[config.mk]
export PLATFORM = sky130hd
export DESIGN_NAME = matrix_multiply_top
export DESIGN_NICKNAME = d
export VERILOG_FILES = /design/src/hdl/mmul_pkg.sv /design/src/hdl/matrix_multiply_top.sv
export SDC_FILE = /design/constraint.sdc
export NUM_CORES = 2
export LEC_CHECK = 0
export ABC_AREA = 0
export BUFFER_PORTS_ARGS = -buffer_cell sky130_fd_sc_hd__buf_2
export CAP_MARGIN = 20
export CORE_ASPECT_RATIO = 1.1
export CORE_MARGIN = 2
export CORE_UTILIZATION = 50
export CTS_CLUSTER_DIAMETER = 50
export DETAILED_ROUTE_END_ITERATION = 16
export PLACE_DENSITY = 0.69
export SYNTH_ARGS = -nofsm -noshare
export SYNTH_HDL_FRONTEND = slang
export SYNTH_SLANG_ARGS = --single-unit
[constraint.sdc]
create_clock -name clk -period 10.91 [get_ports clk]
set_input_delay 2.182 -clock clk [delete_from_list [all_inputs] [get_ports clk]]
set_output_delay 2.182 -clock clk [all_outputs]
set_load 0.01 [all_outputs]
[src/hdl/mmul_pkg.sv]
`timescale 1ns / 1ps
// ----------------------------------------------------------------------------
// mmul_pkg
// Shared types and constants for the fixed-point matrix multiply block.
// ----------------------------------------------------------------------------
package mmul_pkg;

  // Field widths of the transaction payloads
  localparam int CMD_W   = 2;
  localparam int POS_W   = 3;
  localparam int VAL_W   = 16;
  localparam int PROD_W  = 35;

  // Configuration port
  localparam int CFG_W     = 4;
  localparam int CFG_IDX_W = 2;
  localparam logic [CFG_W-1:0] DIM_RESET = 4'd8;

  // Default sizes handed to the top level
  localparam int DEFAULT_MAX_DIM    = 8;
  localparam int DEFAULT_ELEM_WIDTH = 16;

  // Command codes
  localparam logic [CMD_W-1:0] CMD_LOAD_A = 2'd0;
  localparam logic [CMD_W-1:0] CMD_LOAD_B = 2'd1;
  localparam logic [CMD_W-1:0] CMD_START  = 2'd2;

  // Configuration register indexes
  localparam logic [CFG_IDX_W-1:0] REG_A_ROWS    = 2'd0;
  localparam logic [CFG_IDX_W-1:0] REG_INNER_DIM = 2'd1;
  localparam logic [CFG_IDX_W-1:0] REG_B_COLS    = 2'd2;

  // Input transaction
  typedef struct packed {
    logic [CMD_W-1:0]        cmd;
    logic [POS_W-1:0]        row_index;
    logic [POS_W-1:0]        col_index;
    logic signed [VAL_W-1:0] element_value;
  } item_t;

  // Result transaction
  typedef struct packed {
    logic signed [PROD_W-1:0] product_value;
    logic [POS_W-1:0]         out_row;
    logic [POS_W-1:0]         out_col;
    logic                     last;
  } result_t;

  // Sequencer states
  typedef enum logic [1:0] {
    ST_IDLE,
    ST_RUN,
    ST_DRAIN,
    ST_EMIT
  } state_t;

endpackage

[src/hdl/matrix_multiply_top.sv]
`timescale 1ns / 1ps
// ----------------------------------------------------------------------------
// matrix_multiply_top
// Fixed-point matrix multiply C = A x B on one shared multiply-accumulate.
// ----------------------------------------------------------------------------
// Usage:
//   item channel (item_valid / item_stall / item): load an A or B element
//   at a row and column, or start the multiply. Loads are accepted back to
//   back while the block is idle.
//   result channel (result_valid / result_stall / result): after a start,
//   every element of C comes out in row-major order, last set on the final
//   one. Values are exact Q16.16 sums, modulo 2^35.
//   cfg channel (cfg_valid / cfg_ready / cfg_index / cfg_data): writes the
//   a_rows, inner_dim and b_cols registers; always ready.
// Timing: one shared multiplier and one read port per store. Each result
//   element takes inner_dim reads, a drain of the read / multiply /
//   accumulate pipeline, and a load of the output register; the next
//   element starts only after that load. item_stall stays high until the
//   last element is in the output register.
// Stalls on the result side hold the output register and pause the
//   sequencer before the next element is loaded.
// Reset: dimensions return to 8, the channels go idle; the element stores
//   keep whatever they held and must be loaded before use.
// ----------------------------------------------------------------------------
module matrix_multiply_top #(
  parameter int MAX_DIM    = mmul_pkg::DEFAULT_MAX_DIM,
  parameter int ELEM_WIDTH = mmul_pkg::DEFAULT_ELEM_WIDTH
) (
  input  logic                           clk,
  input  logic                           rst,
  input  logic                           item_valid,
  output logic                           item_stall,
  input  mmul_pkg::item_t                item,
  output logic                           result_valid,
  input  logic                           result_stall,
  output mmul_pkg::result_t              result,
  input  logic                           cfg_valid,
  output logic                           cfg_ready,
  input  logic [mmul_pkg::CFG_IDX_W-1:0] cfg_index,
  input  logic [mmul_pkg::CFG_W-1:0]     cfg_data
);

  localparam int DEPTH  = MAX_DIM * MAX_DIM;
  localparam int ADDR_W = (DEPTH > 1) ? $clog2(DEPTH) : 1;
  localparam int IDX_W  = (MAX_DIM > 1) ? $clog2(MAX_DIM) : 1;
  localparam int DIM_W  = $clog2(MAX_DIM + 1);
  localparam int MUL_W  = 2 * ELEM_WIDTH;
  localparam int EXT_W  = (MUL_W > mmul_pkg::PROD_W) ? MUL_W : mmul_pkg::PROD_W;

  // Configuration registers
  logic [mmul_pkg::CFG_W-1:0] a_rows;
  logic [mmul_pkg::CFG_W-1:0] inner_dim;
  logic [mmul_pkg::CFG_W-1:0] b_cols;

  assign cfg_ready = 1'b1;

  always_ff @(posedge clk) begin
    if (rst) begin
      a_rows    <= mmul_pkg::DIM_RESET;
      inner_dim <= mmul_pkg::DIM_RESET;
      b_cols    <= mmul_pkg::DIM_RESET;
    end else if (cfg_valid && cfg_ready) begin
      unique case (cfg_index)
        mmul_pkg::REG_A_ROWS:    a_rows    <= cfg_data;
        mmul_pkg::REG_INNER_DIM: inner_dim <= cfg_data;
        mmul_pkg::REG_B_COLS:    b_cols    <= cfg_data;
        default: ;
      endcase
    end
  end

  // Effective dimensions, clamped to the store size
  logic [DIM_W-1:0] nr, nk, nc;
  assign nr = (32'(a_rows) > MAX_DIM)    ? DIM_W'(MAX_DIM) : DIM_W'(a_rows);
  assign nk = (32'(inner_dim) > MAX_DIM) ? DIM_W'(MAX_DIM) : DIM_W'(inner_dim);
  assign nc = (32'(b_cols) > MAX_DIM)    ? DIM_W'(MAX_DIM) : DIM_W'(b_cols);

  logic dims_ok;
  assign dims_ok = (nr != '0) && (nk != '0) && (nc != '0);

  // Sequencer
  mmul_pkg::state_t state, state_next;
  logic [IDX_W-1:0] r, r_next, c, c_next, k, k_next;
  logic item_accept, issue, out_load;
  logic k_last, r_last, c_last, is_last;

  assign item_stall  = (state != mmul_pkg::ST_IDLE);
  assign item_accept = item_valid && !item_stall;

  assign k_last  = (DIM_W'(k) == nk - DIM_W'(1));
  assign r_last  = (DIM_W'(r) == nr - DIM_W'(1));
  assign c_last  = (DIM_W'(c) == nc - DIM_W'(1));
  assign is_last = r_last && c_last;

  logic rd_v, rd_first, mul_v, mul_first;

  always_ff @(posedge clk) begin
    if (rst) begin
      state <= mmul_pkg::ST_IDLE;
      r     <= '0;
      c     <= '0;
      k     <= '0;
    end else begin
      state <= state_next;
      r     <= r_next;
      c     <= c_next;
      k     <= k_next;
    end
  end

  always_comb begin
    state_next = state;
    r_next     = r;
    c_next     = c;
    k_next     = k;
    issue      = 1'b0;
    out_load   = 1'b0;
    unique case (state)
      mmul_pkg::ST_IDLE: begin
        if (item_accept && item.cmd == mmul_pkg::CMD_START && dims_ok) begin
          state_next = mmul_pkg::ST_RUN;
          r_next     = '0;
          c_next     = '0;
          k_next     = '0;
        end
      end
      mmul_pkg::ST_RUN: begin
        issue = 1'b1;
        if (k_last) begin
          k_next     = '0;
          state_next = mmul_pkg::ST_DRAIN;
        end else begin
          k_next = k + IDX_W'(1);
        end
      end
      mmul_pkg::ST_DRAIN: begin
        if (!rd_v && !mul_v) begin
          state_next = mmul_pkg::ST_EMIT;
        end
      end
      mmul_pkg::ST_EMIT: begin
        if (!result_valid || !result_stall) begin
          out_load = 1'b1;
          if (is_last) begin
            state_next = mmul_pkg::ST_IDLE;
          end else begin
            state_next = mmul_pkg::ST_RUN;
            if (c_last) begin
              c_next = '0;
              r_next = r + IDX_W'(1);
            end else begin
              c_next = c + IDX_W'(1);
            end
          end
        end
      end
      default: state_next = mmul_pkg::ST_IDLE;
    endcase
  end

  // Element stores: one write port for loads, one registered read port
  logic [ELEM_WIDTH-1:0] a_mem [DEPTH];
  logic [ELEM_WIDTH-1:0] b_mem [DEPTH];
  logic [ELEM_WIDTH-1:0] a_rd, b_rd, wr_val;
  logic [ADDR_W-1:0]     wr_addr, a_addr, b_addr;
  logic                  wr_in_range, wr_a, wr_b;

  assign wr_in_range = (32'(item.row_index) < MAX_DIM) && (32'(item.col_index) < MAX_DIM);
  assign wr_addr = ADDR_W'(ADDR_W'(item.row_index) * ADDR_W'(MAX_DIM) + ADDR_W'(item.col_index));
  assign wr_val  = ELEM_WIDTH'($unsigned(item.element_value));
  assign wr_a    = item_accept && wr_in_range && (item.cmd == mmul_pkg::CMD_LOAD_A);
  assign wr_b    = item_accept && wr_in_range && (item.cmd == mmul_pkg::CMD_LOAD_B);

  assign a_addr = ADDR_W'(ADDR_W'(r) * ADDR_W'(MAX_DIM) + ADDR_W'(k));
  assign b_addr = ADDR_W'(ADDR_W'(k) * ADDR_W'(MAX_DIM) + ADDR_W'(c));

  always_ff @(posedge clk) begin
    if (wr_a) begin
      a_mem[wr_addr] <= wr_val;
    end
    if (issue) begin
      a_rd <= a_mem[a_addr];
    end
  end

  always_ff @(posedge clk) begin
    if (wr_b) begin
      b_mem[wr_addr] <= wr_val;
    end
    if (issue) begin
      b_rd <= b_mem[b_addr];
    end
  end

  // Multiply-accumulate pipeline: read, multiply, accumulate
  logic signed [MUL_W-1:0]            prod, prod_q;
  logic signed [EXT_W-1:0]            prod_ext;
  logic signed [mmul_pkg::PROD_W-1:0] acc;

  assign prod     = signed'(a_rd) * signed'(b_rd);
  assign prod_ext = EXT_W'(prod_q);

  always_ff @(posedge clk) begin
    if (rst) begin
      rd_v      <= 1'b0;
      rd_first  <= 1'b0;
      mul_v     <= 1'b0;
      mul_first <= 1'b0;
    end else begin
      rd_v      <= issue;
      rd_first  <= issue && (k == '0);
      mul_v     <= rd_v;
      mul_first <= rd_first;
    end
  end

  always_ff @(posedge clk) begin
    prod_q <= prod;
    if (mul_v) begin
      if (mul_first) begin
        acc <= prod_ext[mmul_pkg::PROD_W-1:0];
      end else begin
        acc <= acc + prod_ext[mmul_pkg::PROD_W-1:0];
      end
    end
  end

  // Output register
  always_ff @(posedge clk) begin
    if (rst) begin
      result_valid <= 1'b0;
    end else if (out_load) begin
      result_valid <= 1'b1;
    end else if (!result_stall) begin
      result_valid <= 1'b0;
    end
  end

  always_ff @(posedge clk) begin
    if (out_load) begin
      result.product_value <= acc;
      result.out_row       <= mmul_pkg::POS_W'(r);
      result.out_col       <= mmul_pkg::POS_W'(c);
      result.last          <= is_last;
    end
  end

  // Checks
  a_mul_follows_read: assert property (@(posedge clk) disable iff (rst)
    mul_v |-> $past(rd_v))
    else $error("multiply stage valid without a read the cycle before");

  a_emit_pipe_empty: assert property (@(posedge clk) disable iff (rst)
    (state == mmul_pkg::ST_EMIT) |-> (!rd_v && !mul_v))
    else $error("result emitted while the accumulator is still updating");

  a_read_only_in_run: assert property (@(posedge clk) disable iff (rst)
    rd_v |-> $past(state == mmul_pkg::ST_RUN))
    else $error("store read issued outside the run state");

  a_start_runs: assert property (@(posedge clk) disable iff (rst)
    (item_accept && item.cmd == mmul_pkg::CMD_START && dims_ok)
      |=> (state == mmul_pkg::ST_RUN && r == '0 && c == '0 && k == '0))
    else $error("start transaction did not begin at element zero");

  a_last_to_idle: assert property (@(posedge clk) disable iff (rst)
    (out_load && is_last) |=> (state == mmul_pkg::ST_IDLE && result_valid && result.last))
    else $error("final element did not return the sequencer to idle");

endmodule
# ---- Word level (Yosys, flattened, before mapping)
# Memory sizes are Yosys's and may differ from the RTL's. A register that Yosys moved wholly into a read port is not among the register bits.
# Index checks and enable logic that the tools add are counted.
# W data, S select, Z words.
dict set report word_totals {
  latchBits 0
  ff_bits 137
  output_inout_bits 45
  mem_count 2
  ram_bits 2048
  mem_bits_ro 0
}
# memory depth word_bits read_ports rd_ports_with_merged_regs wr line
set memory_table {}
lappend memory_table {a_mem 64 16 1 1 1 matrix_multiply_top.sv:162} ;# logic [ELEM_WIDTH-1:0] a_mem [DEPTH];
lappend memory_table {b_mem 64 16 1 1 1 matrix_multiply_top.sv:163} ;# logic [ELEM_WIDTH-1:0] b_mem [DEPTH];
dict set report op_classes {
  mul 1
  div 0
  add_sub_neg 10
  n_mux 30
  reduce_logical 33
  eq_ne 17
  n_lt_le_gt_ge 3
  n_shift 0
  bitwise_logic 0
}
# operator n
set op_table {}
lappend op_table {{$add A35 B35 Y35} 1}
lappend op_table {{$mux W35} 1}
lappend op_table {{$mul A16 B16 Y32} 1}
lappend op_table {{$mux W3} 8}
lappend op_table {{$add A6 B3 Y6} 3}
lappend op_table {{$pmux W3 S2} 3}
lappend op_table {{$eq A3 B4 Y1} 3}
lappend op_table {{$gt A4 B4 Y1 const B} 3}
lappend op_table {{$mux W4} 3}
lappend op_table {{$ne A2 B2 Y1 const B} 6}
lappend op_table {{$reduce_bool A4 Y1} 3}
lappend op_table {{$sub A4 B1 Y4 const B} 3}
lappend op_table {{$logic_and A1 B1 Y1} 10}
lappend op_table {{$mux W1} 10}
lappend op_table {{$add A3 B1 Y3 const B} 3}
lappend op_table {{$eq A2 B2 Y1 const B} 4}
lappend op_table {{$mux W2} 4}
lappend op_table {{$pmux W2 S4} 1}
lappend op_table {{$reduce_and A2 Y1} 4}
lappend op_table {{$reduce_and A4 Y1} 2}
lappend op_table {{$eq A2 B1 Y1 const B} 3}
lappend op_table {{$logic_not A2 Y1} 3}
lappend op_table {{$reduce_bool A2 Y1} 3}
lappend op_table {{$logic_not A1 Y1} 5}
lappend op_table {{4 further kinds} 4}

# ---- Depth between registers and ports, before layout
dict set report depth {
  word_depth 8
  mapped_depth 25
  depth_no_buf 24
}

# ---- Worst setup path before layout
# Ideal clock, no wire load.
dict set report synth_path {
  kind {reg2reg}
  from {reg b_rd[7] (read register of b_mem)}
  to {reg prod_q[30]}
  arrival_time_ns 6.071
  path_stages_with_launch 25
  slack_ns 4.777
  setup_time_ns 0.062
  cell_sequence {edfxtp_1 clkbuf_1 nand2_1 fa_1 inv_1 fa_1 inv_1 fa_1 inv_1 fa_1 fa_1 inv_1 fa_1 inv_1 ha_1 o21ai_0 a21oi_1 and3_1 a221oi_1 o31a_4 a21oi_2 o2111ai_2 a31oi_2 or4b_1 nand3_1}
}
dict set report synth_between {
  elab_chain_cells 1
}
# element line
set synth_rtl {}
lappend synth_rtl {{start: declaration} matrix_multiply_top.sv:164} ;# logic [ELEM_WIDTH-1:0] a_rd, b_rd, wr_val;
lappend synth_rtl {{$mul A16 B16 Y32} matrix_multiply_top.sv:200} ;# assign prod = signed'(a_rd) * signed'(b_rd);
lappend synth_rtl {{via prod[30]} matrix_multiply_top.sv:196} ;# logic signed [MUL_W-1:0] prod, prod_q;
lappend synth_rtl {{end signal: assignment} matrix_multiply_top.sv:218} ;# prod_q <= prod;
lappend synth_rtl {{end: declaration} matrix_multiply_top.sv:196}
# The timed path passes the listed nets, and every way through them passes these cells.
# A chain may end at the register's enable or synchronous reset.

# ---- Worst setup path in the final report
dict set report layout_path {
  from {reg a_rd[8] (read register of a_mem)}
  to {reg prod_q[30]}
}
dict set report layout_between {
  elab_chain_cells 1
}
# element line
set layout_rtl {}
lappend layout_rtl {{start: declaration} matrix_multiply_top.sv:164}
lappend layout_rtl {{$mul A16 B16 Y32} matrix_multiply_top.sv:200}
lappend layout_rtl {{via prod[30]} matrix_multiply_top.sv:196}
# The timed path passes the listed nets, and every way through them passes these cells.

==> run metrics <==
critical path arrival=7.47 ns; Yosys reg bits=roughly 2200; area growth from synthesis to layout=11.4%; die area=0.194 mm^2; clk root buf=clkbuf_16; Fmax=0.150 GHz; RD Place Congestion=0.863; Yosys Warn Count=0; ANT nets after route=0; drt first pass iters=6; initial antenna violation count=19; post-route clock period utilization=0.612; relative slew slack=0.204; mean post-synth cell area=a little over 20 um^2; CP Capture Point=prod_q[30]$_DFF_P_; cell count along the critical path=22; final hold violation count=0; sequential area share after synthesis=0.694; Starting Density=0.504; Startpoint Class=register; Synthesized Nets=5155; Num CTS Buffers=209; worst hold path stage count=1; WL per Instance=approximately 28 um; CP Max Fanout=16; post-route clock skew=0.0326 ns; R2R cell count=22; Yosys cell types=72; Worst Setup End Kind=register; final setup TNS=0 ns; layout cells sized above 1=0.243; shortest period the worst path allows=6.68 ns; CP dominant cell by count=fa_1; # nets final=5407; Post-Syn Instances=4727; cts hold-fix bufs=0; Crit path buffers/inverters=4; setup violators final=0; Longest Clk Path Bufs=3; Clock Latency Late Sink=0.86 ns; Post-synth EDFFs=2157; Syn Std Cell Area=0.0951 mm^2; class of the most critical hold timing path=register to register; gr usage total=0.231; initial DRC count=5492; DRC Markers=0; number of global-route vias before repair=46900; crit-path cells=and2_1 -> fa_1 -> inv_1 -> fa_1 -> fa_1 -> inv_1 -> fa_1 -> fa_1 -> inv_1 -> fa_1 -> inv_1 -> ha_1 -> o21ai_0 -> a21oi_1 -> and3_1 -> a221oi_1 -> o31a_4 -> a21oi_2 -> o2111ai_2 -> a31oi_2 -> or4b_1 -> nand3_1; clock sink count=2217; worst-margin pin slew=between 1 and 1.5 ns; DR vias=46000; largest net degree at the start of global routing=135; grt total ovfl=0; final WL=218000 um; Worst path slowest cell=edfxtp_1; HPWL after DPL=134000 um; Synth Flop Type=edfxtp_1; Boundary Pins=80; CTS tree=yes; Worst Setup SP=a_rd[8]$_DFFE_PP_; IO Port Bufs=78; core area=0.189 mm^2; first-pass GRT wire length=~320000 um; setup slack, reg-to-reg=4.23 ns; Critical Path Max Stage Delay=0.64 ns; htree depth=4; asr flop ratio synth=0; Slew Limit Fails=0; Worst R2R End=prod_q[30]$_DFF_P_; DIE HEIGHT=461 um; Critical R2R Launch=a_rd[8]$_DFFE_PP_; status=completed; Die Wd=approximately 420 um; FP Rows=between 150 and 200; WS Path Type=register to register; via/cell ratio=5.97; post_cts resized=0; CP delay by family, top=adder cells; RSZ-0062 raised after global routing=no; CP required=11.71 ns; clock-pin slew on the worst setup and hold paths=0.06 ns; fillers=13900; Setup Buffers After CTS=0; maxcap violations=0
cells by family after synthesis:
logic type / count (synthesis) / share of synthesized area
flops: 2217 / 0.694
mux: 685 / 0.161
simple gates: 609 / 0.0294
buf+inv: 526 / 0.0209
fa+ha+maj: 393 / 0.0725
compound gates: 221 / 0.0160
xor+xnor: 75 / 0.00691
other cells: 1 / 0.0000394
worst min-delay path by stage:
stage,from,endpoint,slack [ns]
floorplan,r[2]$_SDFFE_PP0P_,result[6]$_DFFE_PP_,0.40
global placement,rd_first$_SDFF_PP0_,mul_first$_SDFF_PP0_,0.43
detailed placement,rd_v$_SDFF_PP0_,mul_v$_SDFF_PP0_,0.44
CTS,rd_v$_SDFF_PP0_,mul_v$_SDFF_PP0_,0.45
global route,rd_v$_SDFF_PP0_,mul_v$_SDFF_PP0_,0.47
finish,rd_v$_SDFF_PP0_,mul_v$_SDFF_PP0_,0.45
layer usage:
metal	vias up	routed length, um	global-route usage
li1	19200	-	-
met1	24500	89400	0.331
met2	1955	105000	0.362
met3	363	17300	0.0417
met4	4	7070	0.0746
met5	-	25	0
registers in the layout, summed over array words and instances (netlist names):
| register | count |
|---|---|
| a_rows | 4 |
| state | 2 |
| r | 3 |
| acc | 35 |
| a_mem | 1024 |
| prod_q | 32 |
| b_cols | 4 |
| a_rd | 16 |
| mul_first | 1 |
| result_valid | 1 |
| b_rd | 16 |
| b_mem | 1024 |
| c | 3 |
| inner_dim | 4 |
| k | 3 |
| result | 42 |
| mul_v | 1 |
| rd_v | 1 |
| rd_first | 1 |
cells in the mapped netlist (all sizes together) (3+ instances only):
cell type	n	area, um^2
dfxtp	60	1200
and3	4	25.0
edfxtp	2157	64800
o21a	19	144
nand3	17	85.1
nor2	209	785
a211oi	11	82.6
nand4	4	25.0
a21o	23	175
ha	130	1630
inv	315	1180
nand3b	6	45.0
mux2i	11	110
nand2b	19	119
mux4	672	15100
nor3	12	60.1
a211o	4	35.0
nor2b	15	93.8
xor2	28	245
nand2	193	724
a221oi	3	26.3
a21oi	41	213
and2	113	707
o31ai	8	65.1
o211ai	4	30.0
fa	263	5270
a21boi	3	22.5
o21ai	58	290
a2111oi	5	81.3
xnor2	47	412
nand4b	3	26.3
a31oi	10	68.8
buf	57	223
o21bai	12	90.1
clkbuf	153	574
cells in the final DEF (no fill, tap or decap), types with 6 or more instances in the layout:
master	count
a211oi_1	11
a21o_1	21
a21oi_1	39
a31oi_1	9
and2_1	113
buf_2	62
buf_4	182
bufinv_16	12
clkbuf_1	49
clkbuf_16	209
clkinv_1	48
clkinv_2	41
dfxtp_1	51
dfxtp_4	7
diode_2	8
edfxtp_1	2157
fa_1	263
ha_1	129
inv_1	313
inv_6	9
mux2i_1	11
mux4_2	672
nand2_1	193
nand2b_1	19
nand3_1	17
nand3b_1	6
nor2_1	205
nor2b_1	15
nor3_1	12
o21a_1	18
o21ai_0	58
o21bai_1	12
o31ai_1	7
xnor2_1	47
xor2_1	28
metrics by stage:
step,instance area [um^2],util,worst slack (ns),hold WS (ns),cells
after floorplan,95100,-,4.78,0.403,4727
after global placement,99300,0.526,4.36,0.427,7299
after detailed placement,99300,0.526,4.21,0.444,7300
after CTS,106000,0.561,4.22,0.454,7688
after global routing,106000,0.561,3.89,0.470,7696
final,106000,0.561,4.23,0.453,7699
cell type report:
cell class / count / area, um^2 / share of cell area
multi-input combinational: 1984 / 27200 / 0.256
timing repair buffer: 251 / 1840 / 0.0174
antenna: 8 / 20.0 / 0.000189
clock inverter: 127 / 1110 / 0.0105
inverter: 316 / 1190 / 0.0112
clock buffer: 261 / 5440 / 0.0514
sequential: 2217 / 66000 / 0.623
tap: 2535 / 3170 / 0.0299
Power is not shown: default switching activity piles up to over one toggle a cycle in this logic, so the estimate is an artifact.
